$ cat src/sv/lkvc_pkg.sv
// Shared constants, types and sequencer states for the LRU key-value cache.
package lkvc_pkg;

   localparam int DATA_W      = 32;
   localparam int CAP_W       = 5;
   localparam int ENTRIES_DEF = 16;

   localparam logic [CAP_W-1:0]  CAP_RESET  = 5'd16;
   localparam logic [DATA_W-1:0] MISS_VALUE = '1;

   localparam logic FUNC_GET = 1'b0;
   localparam logic FUNC_SET = 1'b1;

   typedef logic [DATA_W-1:0] data_type;

   typedef enum logic [2:0] {
      ST_IDLE,
      ST_SCAN,
      ST_SCAN_END,
      ST_DECIDE,
      ST_PROMOTE,
      ST_PROM_END
   } state_type;

   typedef struct packed {
      logic key_we;
      logic val_we;
      logic rank_we;
   } wr_ctl_type;

endpackage

$ cat src/sv/lkvc_mem.sv
// Key, value and recency-rank memories with one shared registered read port.
module lkvc_mem #(
   parameter int ENTRIES = lkvc_pkg::ENTRIES_DEF,
   parameter int IDX_W   = 4
) (
   input  logic                 clock,
   input  logic [IDX_W-1:0]     rd_addr,
   input  lkvc_pkg::wr_ctl_type wr_ctl,
   input  logic [IDX_W-1:0]     kv_wr_addr,
   input  logic [IDX_W-1:0]     rank_wr_addr,
   input  lkvc_pkg::data_type   key_wdata,
   input  lkvc_pkg::data_type   val_wdata,
   input  logic [IDX_W-1:0]     rank_wdata,
   output lkvc_pkg::data_type   key_rdata,
   output lkvc_pkg::data_type   val_rdata,
   output logic [IDX_W-1:0]     rank_rdata
);
   import lkvc_pkg::*;

   data_type         key_mem  [ENTRIES];
   data_type         val_mem  [ENTRIES];
   logic [IDX_W-1:0] rank_mem [ENTRIES];

   always_ff @(posedge clock) begin
      if (wr_ctl.key_we) begin
         key_mem[kv_wr_addr] <= key_wdata;
      end
      if (wr_ctl.val_we) begin
         val_mem[kv_wr_addr] <= val_wdata;
      end
      if (wr_ctl.rank_we) begin
         rank_mem[rank_wr_addr] <= rank_wdata;
      end
   end

   always_ff @(posedge clock) begin
      key_rdata  <= key_mem[rd_addr];
      val_rdata  <= val_mem[rd_addr];
      rank_rdata <= rank_mem[rd_addr];
   end

endmodule

$ cat src/sv/lru_key_value_cache.sv
// Top level: fully associative key-value cache with least-recently-used replacement.
//
// Requests arrive on the req_ stream: tuser selects get (0) or set (1), tdata carries
// the key and the value. A get returns one word on the rsp_ stream: tuser is the hit
// flag, tdata the stored value, or all ones on a miss. A set returns nothing.
// The csr_ channel writes the capacity (0 acts as 1, above ENTRIES acts as ENTRIES);
// it is always ready. The user must see that it is written only while no request is
// in flight; the block itself does not enforce this. One request is handled at a
// time. Each starts with a scan of the key and rank memories through their single
// read port (match, oldest and free slot), followed on hits and sets by the rank
// update pass.
// A get response is registered, so the next request is taken while it waits; if the
// previous response is still not taken when a new get finishes its scan, the block
// holds until rsp_tready. Reset clears all valid bits, the occupancy and the capacity
// to 16; the stores themselves are not cleared.
module lru_key_value_cache #(
   parameter int ENTRIES = lkvc_pkg::ENTRIES_DEF
) (
   input  logic                     clock,
   input  logic                     reset,
   input  logic                     req_tvalid,
   output logic                     req_tready,
   input  logic [63:0]              req_tdata,   // key[31:0], value[63:32]
   input  logic                     req_tuser,   // func
   output logic                     rsp_tvalid,
   input  logic                     rsp_tready,
   output logic [31:0]              rsp_tdata,   // read_value[31:0]
   output logic                     rsp_tuser,   // hit
   input  logic                     csr_valid,
   output logic                     csr_ready,
   input  logic [lkvc_pkg::CAP_W-1:0] csr_data
);
   import lkvc_pkg::*;

   localparam int IDX_W = (ENTRIES > 1) ? $clog2(ENTRIES) : 1;
   localparam int OCC_W = $clog2(ENTRIES + 1);
   localparam int CMP_W = (OCC_W > CAP_W) ? OCC_W : CAP_W;
   localparam logic [IDX_W-1:0] LAST_IDX = IDX_W'(ENTRIES - 1);

   state_type        state_ff, state_in;
   logic [IDX_W-1:0] addr_ff, addr_in;
   logic             issue_scan, issue_prom, rsp_load, kv_write;

   logic             pipe_vld_ff, pipe_prom_ff;
   logic [IDX_W-1:0] pipe_idx_ff;

   logic             req_func_ff;
   data_type         req_key_ff, req_val_ff;

   logic             found_ff, old_found_ff, free_found_ff;
   logic [IDX_W-1:0] match_idx_ff, match_rank_ff, old_idx_ff, old_rank_ff, free_idx_ff;
   data_type         match_val_ff;

   logic [IDX_W-1:0] tgt_idx_ff, tgt_rank_ff, tgt_idx, tgt_rank;
   logic             new_slot;

   logic [ENTRIES-1:0] valid_ff;
   logic [OCC_W-1:0]   occ_ff;
   logic [CAP_W-1:0]   capacity_ff;

   logic             rsp_valid_ff, rsp_hit_ff;
   data_type         rsp_val_ff;

   data_type         key_rdata, val_rdata;
   logic [IDX_W-1:0] rank_rdata, rank_wdata;
   wr_ctl_type       wr_ctl;

   logic [CMP_W-1:0] cap_ext, eff_cap;
   logic             occ_full, rsp_free, pipe_valid_bit, is_tgt;

   lkvc_mem #(
      .ENTRIES (ENTRIES),
      .IDX_W   (IDX_W)
   ) u_mem (
      .clock        (clock),
      .rd_addr      (addr_ff),
      .wr_ctl       (wr_ctl),
      .kv_wr_addr   (tgt_idx),
      .rank_wr_addr (pipe_idx_ff),
      .key_wdata    (req_key_ff),
      .val_wdata    (req_val_ff),
      .rank_wdata   (rank_wdata),
      .key_rdata    (key_rdata),
      .val_rdata    (val_rdata),
      .rank_rdata   (rank_rdata)
   );

   assign csr_ready  = 1'b1;
   assign rsp_tvalid = rsp_valid_ff;
   assign rsp_tuser  = rsp_hit_ff;
   assign rsp_tdata  = rsp_val_ff;
   assign rsp_free   = !rsp_valid_ff || rsp_tready;

   assign cap_ext  = CMP_W'(capacity_ff);
   assign eff_cap  = (cap_ext == '0) ? CMP_W'(1) :
                     (cap_ext > CMP_W'(ENTRIES)) ? CMP_W'(ENTRIES) : cap_ext;
   assign occ_full = CMP_W'(occ_ff) >= eff_cap;

   always_comb begin
      new_slot = 1'b0;
      if (found_ff) begin
         tgt_idx  = match_idx_ff;
         tgt_rank = match_rank_ff;
      end else if (occ_full || !free_found_ff) begin
         tgt_idx  = old_idx_ff;
         tgt_rank = old_rank_ff;
      end else begin
         tgt_idx  = free_idx_ff;
         tgt_rank = IDX_W'(occ_ff);
         new_slot = 1'b1;
      end
   end

   // sequencer
   always_comb begin
      state_in   = state_ff;
      addr_in    = addr_ff;
      req_tready = 1'b0;
      issue_scan = 1'b0;
      issue_prom = 1'b0;
      rsp_load   = 1'b0;
      kv_write   = 1'b0;
      case (state_ff)
         ST_IDLE: begin
            req_tready = 1'b1;
            if (req_tvalid) begin
               addr_in  = '0;
               state_in = ST_SCAN;
            end
         end
         ST_SCAN: begin
            issue_scan = 1'b1;
            addr_in    = addr_ff + 1'b1;
            if (addr_ff == LAST_IDX) begin
               addr_in  = '0;
               state_in = ST_SCAN_END;
            end
         end
         ST_SCAN_END: begin
            state_in = ST_DECIDE;
         end
         ST_DECIDE: begin
            if (req_func_ff == FUNC_GET) begin
               if (rsp_free) begin
                  rsp_load = 1'b1;
                  state_in = found_ff ? ST_PROMOTE : ST_IDLE;
               end
            end else begin
               kv_write = 1'b1;
               state_in = ST_PROMOTE;
            end
         end
         ST_PROMOTE: begin
            issue_prom = 1'b1;
            addr_in    = addr_ff + 1'b1;
            if (addr_ff == LAST_IDX) begin
               addr_in  = '0;
               state_in = ST_PROM_END;
            end
         end
         ST_PROM_END: begin
            state_in = ST_IDLE;
         end
         default: begin
            state_in = ST_IDLE;
         end
      endcase
   end

   always_ff @(posedge clock) begin
      if (reset) begin
         state_ff <= ST_IDLE;
         addr_ff  <= '0;
      end else begin
         state_ff <= state_in;
         addr_ff  <= addr_in;
      end
   end

   // read pipeline
   always_ff @(posedge clock) begin
      if (reset) begin
         pipe_vld_ff  <= 1'b0;
         pipe_prom_ff <= 1'b0;
      end else begin
         pipe_vld_ff  <= issue_scan || issue_prom;
         pipe_prom_ff <= issue_prom;
      end
      pipe_idx_ff <= addr_ff;
   end

   assign pipe_valid_bit = valid_ff[pipe_idx_ff];
   assign is_tgt         = pipe_idx_ff == tgt_idx_ff;

   always_comb begin
      wr_ctl.key_we  = kv_write && !found_ff;
      wr_ctl.val_we  = kv_write;
      wr_ctl.rank_we = pipe_vld_ff && pipe_prom_ff &&
                       (is_tgt || (pipe_valid_bit && rank_rdata < tgt_rank_ff));
      rank_wdata     = is_tgt ? '0 : IDX_W'(rank_rdata + 1'b1);
   end

   // request latch and scan results
   always_ff @(posedge clock) begin
      if (req_tvalid && req_tready) begin
         req_func_ff <= req_tuser;
         req_key_ff  <= req_tdata[31:0];
         req_val_ff  <= req_tdata[63:32];
      end
      if (reset || (req_tvalid && req_tready)) begin
         found_ff      <= 1'b0;
         old_found_ff  <= 1'b0;
         free_found_ff <= 1'b0;
      end else if (pipe_vld_ff && !pipe_prom_ff) begin
         if (pipe_valid_bit && key_rdata == req_key_ff && !found_ff) begin
            found_ff      <= 1'b1;
            match_idx_ff  <= pipe_idx_ff;
            match_rank_ff <= rank_rdata;
            match_val_ff  <= val_rdata;
         end
         if (pipe_valid_bit && (!old_found_ff || rank_rdata >= old_rank_ff)) begin
            old_found_ff <= 1'b1;
            old_idx_ff   <= pipe_idx_ff;
            old_rank_ff  <= rank_rdata;
         end
         if (!pipe_valid_bit && !free_found_ff) begin
            free_found_ff <= 1'b1;
            free_idx_ff   <= pipe_idx_ff;
         end
      end
      if (state_ff == ST_DECIDE) begin
         tgt_idx_ff  <= tgt_idx;
         tgt_rank_ff <= tgt_rank;
      end
   end

   // occupancy, capacity and response
   always_ff @(posedge clock) begin
      if (reset) begin
         valid_ff     <= '0;
         occ_ff       <= '0;
         capacity_ff  <= CAP_RESET;
         rsp_valid_ff <= 1'b0;
      end else begin
         if (csr_valid && csr_ready) begin
            capacity_ff <= csr_data;
         end
         if (kv_write && !found_ff && new_slot) begin
            valid_ff[tgt_idx] <= 1'b1;
            occ_ff            <= occ_ff + 1'b1;
         end
         if (rsp_load) begin
            rsp_valid_ff <= 1'b1;
         end else if (rsp_tready) begin
            rsp_valid_ff <= 1'b0;
         end
      end
      if (rsp_load) begin
         rsp_hit_ff <= found_ff;
         rsp_val_ff <= found_ff ? match_val_ff : MISS_VALUE;
      end
   end

endmodule
$ cat config.mk
export PLATFORM = sky130hd
export DESIGN_NAME = lru_key_value_cache
export DESIGN_NICKNAME = d
export VERILOG_FILES = /design/src/sv/lkvc_pkg.sv /design/src/sv/lkvc_mem.sv /design/src/sv/lru_key_value_cache.sv
export SDC_FILE = /design/constraint.sdc
export NUM_CORES = 1
export LEC_CHECK = 0
export ABC_AREA = 0
export BUFFER_PORTS_ARGS = -buffer_cell sky130_fd_sc_hd__buf_2
export CORE_UTILIZATION = 25
export CTS_CLUSTER_SIZE = 24
export DETAILED_ROUTE_END_ITERATION = 10
export GPL_TIMING_DRIVEN = 0
export PLACE_DENSITY = 0.42
export SYNTH_ARGS = -nofsm -noshare
export SYNTH_HDL_FRONTEND = slang
export SYNTH_SLANG_ARGS = --single-unit
$ cat constraint.sdc
create_clock -name clock -period 14.6 [get_ports clock]
set_clock_uncertainty 0.1 [all_clocks]
set_input_delay 1.46 -clock clock [delete_from_list [all_inputs] [get_ports clock]]
set_output_delay 1.46 -clock clock [all_outputs]
set_load 0.01 [all_outputs]
After elaboration in Yosys (flattened, before gate mapping)
Memories as Yosys holds them, arrays and structs flattened. A register that Yosys moved wholly into a read port is not among the register bits.
Index checks and enable logic that the tools add are counted.
W data, S select, Z words.
{"block": "classes", "n_mux": 39, "n_lt_le_gt_ge": 7, "n_reduce_logical": 37, "eq_ne": 11, "bitwise": 2, "addsub": 3}
{"operator": "$eq A32 B32 Y1", "n": 1}
{"operator": "$mux W4", "n": 7}
{"operator": "$mux W1", "n": 20}
{"operator": "$mux W3", "n": 6}
{"operator": "$or A16 B16 Y16", "n": 1}
{"operator": "$pmux W3 S5", "n": 1}
{"operator": "$logic_and A1 B1 Y1", "n": 12}
{"operator": "$lt A4 B5 Y1 const B", "n": 2}
{"operator": "$mux W5", "n": 2}
{"operator": "$reduce_and A3 Y1", "n": 3}
{"operator": "$add A4 B1 Y4 const B", "n": 2}
{"operator": "$pmux W4 S2", "n": 1}
{"operator": "$reduce_and A2 Y1", "n": 4}
{"operator": "$eq A3 B2 Y1 const B", "n": 2}
{"operator": "$logic_not A1 Y1", "n": 6}
{"operator": "$logic_or A1 B1 Y1", "n": 6}
{"operator": "$ne A2 B2 Y1 const B", "n": 3}
{"operator": "$add A5 B1 Y5 const B", "n": 1}
{"operator": "$ge A5 B5 Y1", "n": 1}
{"operator": "$gt A5 B5 Y1 const B", "n": 1}
{"operator": "$logic_not A5 Y1", "n": 1}
{"operator": "$bmux W1 S4", "n": 1}
{"operator": "$demux W1 S4", "n": 1}
{"operator": "$eq A4 B4 Y1", "n": 1}
{"operator": "other kinds (12)", "n": 13}
{"block": "word_totals", "word_cells": 127, "output_inout_bits": 36, "in_bits": 75, "memories": 3, "mem_bits_rw": 1088, "register_bits": 201}
{"name": "u_mem.key_mem", "words": 16, "word_bits": 32, "rd": 1, "rd_ports_with_merged_regs": 1, "wr": 1, "line_no": "lkvc_mem.sv:20", "text": "data_type key_mem [ENTRIES];"}
{"name": "u_mem.val_mem", "words": 16, "word_bits": 32, "rd": 1, "rd_ports_with_merged_regs": 1, "wr": 1, "line_no": "lkvc_mem.sv:21", "text": "data_type val_mem [ENTRIES];"}
{"name": "u_mem.rank_mem", "words": 16, "word_bits": 4, "rd": 1, "rd_ports_with_merged_regs": 1, "wr": 1, "line_no": "lkvc_mem.sv:22", "text": "logic [IDX_W-1:0] rank_mem [ENTRIES];"}

Logic depth before layout (Yosys ltp)
{"block": "logic_depth", "word_depth": 12, "mapped_depth": 11, "depth_no_buf": 10}

Cells and area by module
Synthesis repeated with hierarchy kept, for this count alone.
{"block": "unflattened", "hier_cells": 2330, "hier_area_um2": 50040.5}
{"mod": "lkvc_mem", "n_inst": 1, "seq_area_each_um2": 34032.6, "cells_each": 1797, "area_per_inst_um2": 42194.2}
{"mod": "lru_key_value_cache", "n_inst": 1, "seq_area_each_um2": 5605.4, "cells_each": 533, "area_per_inst_um2": 7846.3}

Least setup slack after synthesis
Ideal clock, no wire load.
{"block": "synth_path", "path_kind": "in2reg", "from": "in req_tvalid", "to": "reg match_idx_ff[0], enable pin", "setup_slack_ns": 9.496, "t_required_ns": 14.068, "path_buffers": 0, "setup_ns": 0.432, "t_arrival_ns": 4.572, "stages": 4, "path_cell_list": "and2_1 > nor3_1 > nand2_1 > nor3_2"}
{"block": "synth_via", "elab_chain_len": 4}
{"item": "start, declared", "line_no": "lru_key_value_cache.sv:21", "text": "input logic req_tvalid,"}
{"item": "$logic_and A1 B1 Y1", "line_no": "lru_key_value_cache.sv:210", "text": "if (reset || (req_tvalid && req_tready)) begin"}
{"item": "$logic_or A1 B1 Y1", "line_no": "lru_key_value_cache.sv:210"}
{"item": "$not A1 Y1 (no line)"}
{"item": "$reduce_and A3 Y1 (no line)"}
{"item": "end signal, assigned", "line_no": "lru_key_value_cache.sv:217", "text": "match_idx_ff <= pipe_idx_ff;"}
{"item": "end, declared", "line_no": "lru_key_value_cache.sv:51", "text": "logic [IDX_W-1:0] match_idx_ff, match_rank_ff, old_idx_ff, old_rank_ff, free_idx_ff;"}
No other way between the ends.
A chain may end at the register's enable or synchronous reset.

Final worst setup path
{"block": "layout_path", "from": "reg capacity_ff[4] (netlist: cap_ext[4])", "to": "mem u_mem.val_mem[15][13] (netlist bit), enable pin"}
{"block": "layout_via", "elab_chain_len": 7, "elab_cells_between_ends": 8, "cone_classes": "order compare (2); mux (4); reduce/logical (2)"}
{"item": "start, declared", "line_no": "lru_key_value_cache.sv:59", "text": "logic [CAP_W-1:0] capacity_ff;"}
{"item": "start signal, assigned", "line_no": "lru_key_value_cache.sv:246", "text": "capacity_ff <= csr_data;"}
{"item": "$gt A5 B5 Y1", "line_no": "lru_key_value_cache.sv:96", "text": "(cap_ext > CMP_W'(ENTRIES)) ? CMP_W'(ENTRIES) : cap_ext;"}
{"item": "$mux W5", "line_no": "lru_key_value_cache.sv:96"}
{"item": "$mux W5 (*)", "line_no": "lru_key_value_cache.sv:95", "text": "assign eff_cap = (cap_ext == '0) ? CMP_W'(1) :"}
{"item": "$ge A5 B5 Y1 (*)", "line_no": "lru_key_value_cache.sv:97", "text": "assign occ_full = CMP_W'(occ_ff) >= eff_cap;"}
{"item": "$logic_or A1 B1 Y1 (*)", "line_no": "lru_key_value_cache.sv:104", "text": "end else if (occ_full || !free_found_ff) begin"}
{"item": "$mux W4 (*)", "line_no": "lru_key_value_cache.sv:104"}
{"item": "$mux W4 (*)", "line_no": "lru_key_value_cache.sv:101", "text": "if (found_ff) begin"}
{"item": "net tgt_idx[3]", "line_no": "lru_key_value_cache.sv:54", "text": "logic [IDX_W-1:0] tgt_idx_ff, tgt_rank_ff, tgt_idx, tgt_rank;"}
{"item": "end, declared", "line_no": "lkvc_mem.sv:21"}
The timed path passes the listed nets; every way through them passes the cells marked *.

==> results.py <==
metrics = {
    "routing": {
        "vias": 23510,
        "dr.pass1.iters": 5,
        "post-route-drc-count": 0,
        "wl_um": 135100,
        "drtIter0Drc": 1897,
        "wl_per_cell_um": 25.42,
        "vias_per_cell": 4.424,
        "postRouteAntennaNets": 0,
    },
    "pwr": {
        "seqPwrFrac": 0.489,
        "power.internal_mw": 7.393,
        "max-vdd-ir-drop_mv": 0.1068,
        "swShare": 0.2473,
        "p_sw_mw": 2.429,
        "power_frac_comb": 0.129,
        "power_density_nw_per_um2": 161.3,
        "pwr-share-clk": 0.382,
        "leakage_nw": 18.56,
    },
    "global_routing": {
        "grt_use_total": 0.1323,
        "grt.overflow.total": 0,
        "antenna_found_initial": 3,
        "grt_max_degree": 29,
        "grt_pass1_vias": 25150,
        "grt_pass1_wl_um": 190300,
    },
    "synth": {
        "synthDistinctLibCells": 73,
        "synth_edf_count": 1246,
        "synthFlopType": "edfxtp_1",
        "syn_area_um2": 50610,
        "avgSynthCellArea_um2": 22.87,
        "ys_ff_latch": 1357,
        "async_flop_share": 0,
        "synth_nets": 2303,
        "synth_seq_area_share": 0.7832,
        "synthCells": 2213,
        "yosys_warnings": 0,
    },
    "cts": {
        "clk_latency_ns": 0.78,
        "root_buffer": "clkbuf_16",
        "cts_buffer_depth": 3,
        "numCtsBuffers": 147,
        "ctsResizeCount": 0,
        "htree_levels": 4,
        "holdBufCountCts": 0,
        "path_clk_slew_ns": 0.06,
        "cts_tree": "built",
        "cts.sinks": 1357,
        "cts_setup_buffers": 0,
    },
    "floorplanning": {
        "die_w_um": 451.9,
        "num_io_pins": 111,
        "initial_utilization": 0.2525,
        "row_count": 164,
        "fp.dieH_um": 451.9,
        "die_area_um2": 204200,
        "core_um2": 200500,
    },
    "timing": {
        "max_clock_freq_mhz": 224.4,
        "finalHoldViolCount": 0,
        "rsz0062_at_grt": "no",
        "min_period_over_period": 0.3052,
        "slew_headroom": 0.1220,
        "slew_violations": 0,
        "finalSetupViolCount": 0,
        "period_needed_ns": 4.456,
        "holdWs_ns": 0.2504,
        "worst_slew_pin_slew_ns": 1.317,
        "timing.final.ws_setup_ns": 10.14,
        "finalSetupTns_ns": 0,
    },
    "setup_path": {
        "cp.arrival_ns": 4.83,
        "max_stage_delay_ns": 0.82,
        "path_delay_family": "simple AND/OR/NAND/NOR gates",
        "required_ns": 14.97,
        "path_common_cell": "nand2_1",
        "crit_path_cell_trace": "inv_1, nand2_1, ha_1, nand2_1, o21a_2, o21ai_4, mux2i_1, nand2_2, nor3_4, buf_8, buf_16",
        "path_max_fanout": 10,
        "rr_startpoint": "cap_ext[4]$_SDFFE_PP1P_",
        "cp-end-kind": "flop",
        "path_class": "reg -> reg",
        "worst-path-buf-inv": 3,
        "setup.worst_path.start": "cap_ext[4]$_SDFFE_PP1P_",
        "crit_slowest_cell": "nor3_4",
        "start_kind": "flop",
    },
    "placement": {
        "dp_hpwl_um": 85550,
        "io_buffers": 107,
        "dp_slack_ns": 10.18,
        "gp_congestion": 0.7435,
    },
    "run_status": {
        "outcome": "finished, final reports clean",
    },
    "hold_path": {
        "hp-start": "addr_ff[2]$_SDFFE_PP0P_",
        "hold_class": "reg -> reg",
    },
    "layout": {
        "final_common_cell": "edfxtp_1",
        "final_cell_mix": "edfxtp_1, mux4_2, clkbuf_16, buf_2, dfxtp_1",
        "drive_above_1_share": 0.3133,
        "fin_nets": 2623,
        "area_growth_pct": 20.30,
        "fillers": 19180,
    },
    "job": {
        "drv_cap": 0,
    },
}
[cell usage after synthesis (3+ instances only)]
cell type | n | share of area
a211o_1 | 4 | 0.00069
clkbuf_1 | 49 | 0.0036
o21ai_0 | 9 | 0.00089
nand2_2 | 3 | 0.00037
a21oi_1 | 18 | 0.0018
xor2_1 | 23 | 0.0040
and3_1 | 4 | 0.00049
nand3_1 | 10 | 0.00099
inv_1 | 16 | 0.0012
ha_1 | 15 | 0.0037
and2_1 | 6 | 0.00074
nor3_1 | 26 | 0.0026
nand2_1 | 25 | 0.0019
o21a_1 | 5 | 0.00074
buf_6 | 6 | 0.0013
buf_2 | 28 | 0.0028
nor4b_1 | 4 | 0.00069
nor4_1 | 12 | 0.0015
dfxtp_1 | 111 | 0.044
nor2b_1 | 10 | 0.0012
buf_1 | 10 | 0.00074
nand4_1 | 7 | 0.00087
a31oi_1 | 6 | 0.00074
a21o_1 | 6 | 0.00089
o2bb2ai_2 | 3 | 0.00089
o211ai_1 | 4 | 0.00059
buf_4 | 9 | 0.0013
mux4_2 | 344 | 0.15
edfxtp_1 | 1246 | 0.74
nand2b_1 | 40 | 0.0049
nor3_2 | 4 | 0.00079
mux2i_1 | 12 | 0.0024
o2bb2ai_1 | 4 | 0.00069
nand3b_1 | 3 | 0.00044
nor2_1 | 62 | 0.0046
xnor2_1 | 20 | 0.0035
nor3b_1 | 3 | 0.00044
[path summary, 6_finish.rpt]
check	end	slack, ns	cells after the start
worst min-delay path	pipe_idx_ff[2]$_DFF_P_	0.25	0
worst min register to register	pipe_idx_ff[2]$_DFF_P_	0.25	0
worst max register to register	u_mem.val_mem[15][13]$_DFFE_PP_	10.14	11
worst max-delay path	u_mem.val_mem[15][13]$_DFFE_PP_	10.14	11
[registers in the layout, indices dropped and copies added, names as in the netlist, 5 cells and up]
name             cells
match_val_ff        32
cap_ext              5
u_mem.rank_mem      64
u_mem.key_rdata     32
u_mem.val_rdata     32
u_mem.val_mem      512
rsp_tdata           32
occ_ff               5
req_key_ff          32
valid_ff            16
u_mem.key_mem      512
req_val_ff          32
[logic make-up (layout without fill, tap and decap cells)]
family,count (synthesis),after routing,synth area share
other cells,1,4,0.00007409
compound gates,81,81,0.01221
xor+xnor,43,43,0.007441
simple gates,239,239,0.02645
fa+ha+maj,15,15,0.003708
flops,1357,1357,0.7832
mux,357,357,0.1557
buf+inv,120,563,0.01117
[per-stage QoR]
step / std cells / utilization / cell area, um2 / total power [mW]
floorplan: 2213 / - / 50610 / 5.654
global placement: 4976 / 0.2717 / 54470 / 6.149
detailed placement: 5040 / 0.2794 / 56010 / 6.201
CTS: 5312 / 0.3037 / 60880 / 9.976
global route: 5312 / 0.3037 / 60880 / 10.17
finish: 5315 / 0.3037 / 60890 / 9.821
[final cells by class]
cell class,instances,area (um2),area share
inverter,18,68.82,0.001130
timing repair buffer,171,1821,0.02990
clock buffer,190,3964,0.06510
antenna,3,7.507,0.0001233
sequential,1357,39640,0.6510
multi-input combinational,736,10660,0.1751
buffer,102,498.0,0.008179
clock inverter,82,905.9,0.01488
tap,2656,3323,0.05458
[power by group through the flow]
stage / Combinational [mW] / Sequential, mW / Clock, mW
2_1_floorplan: 0.857 / 4.80 / 0
3_3_place_gp: 1.28 / 4.87 / 0
3_5_place_dp: 1.31 / 4.89 / 0
4_1_cts: 1.32 / 4.81 / 3.85
5_1_grt: 1.36 / 4.83 / 3.98
6_report: 1.27 / 4.80 / 3.75
[layer usage]
metal	share of wire	vias to the layer above	global-route usage	wire length (um)
met5	0	-	0	0
met4	0.019	0	0.03210	2634
met3	0.042	174	0.02463	5620
met2	0.51	571	0.2306	69550
met1	0.42	12850	0.1688	57310
li1	-	9919	-	-
No activity file was read; power rests on OpenSTA's default activity.
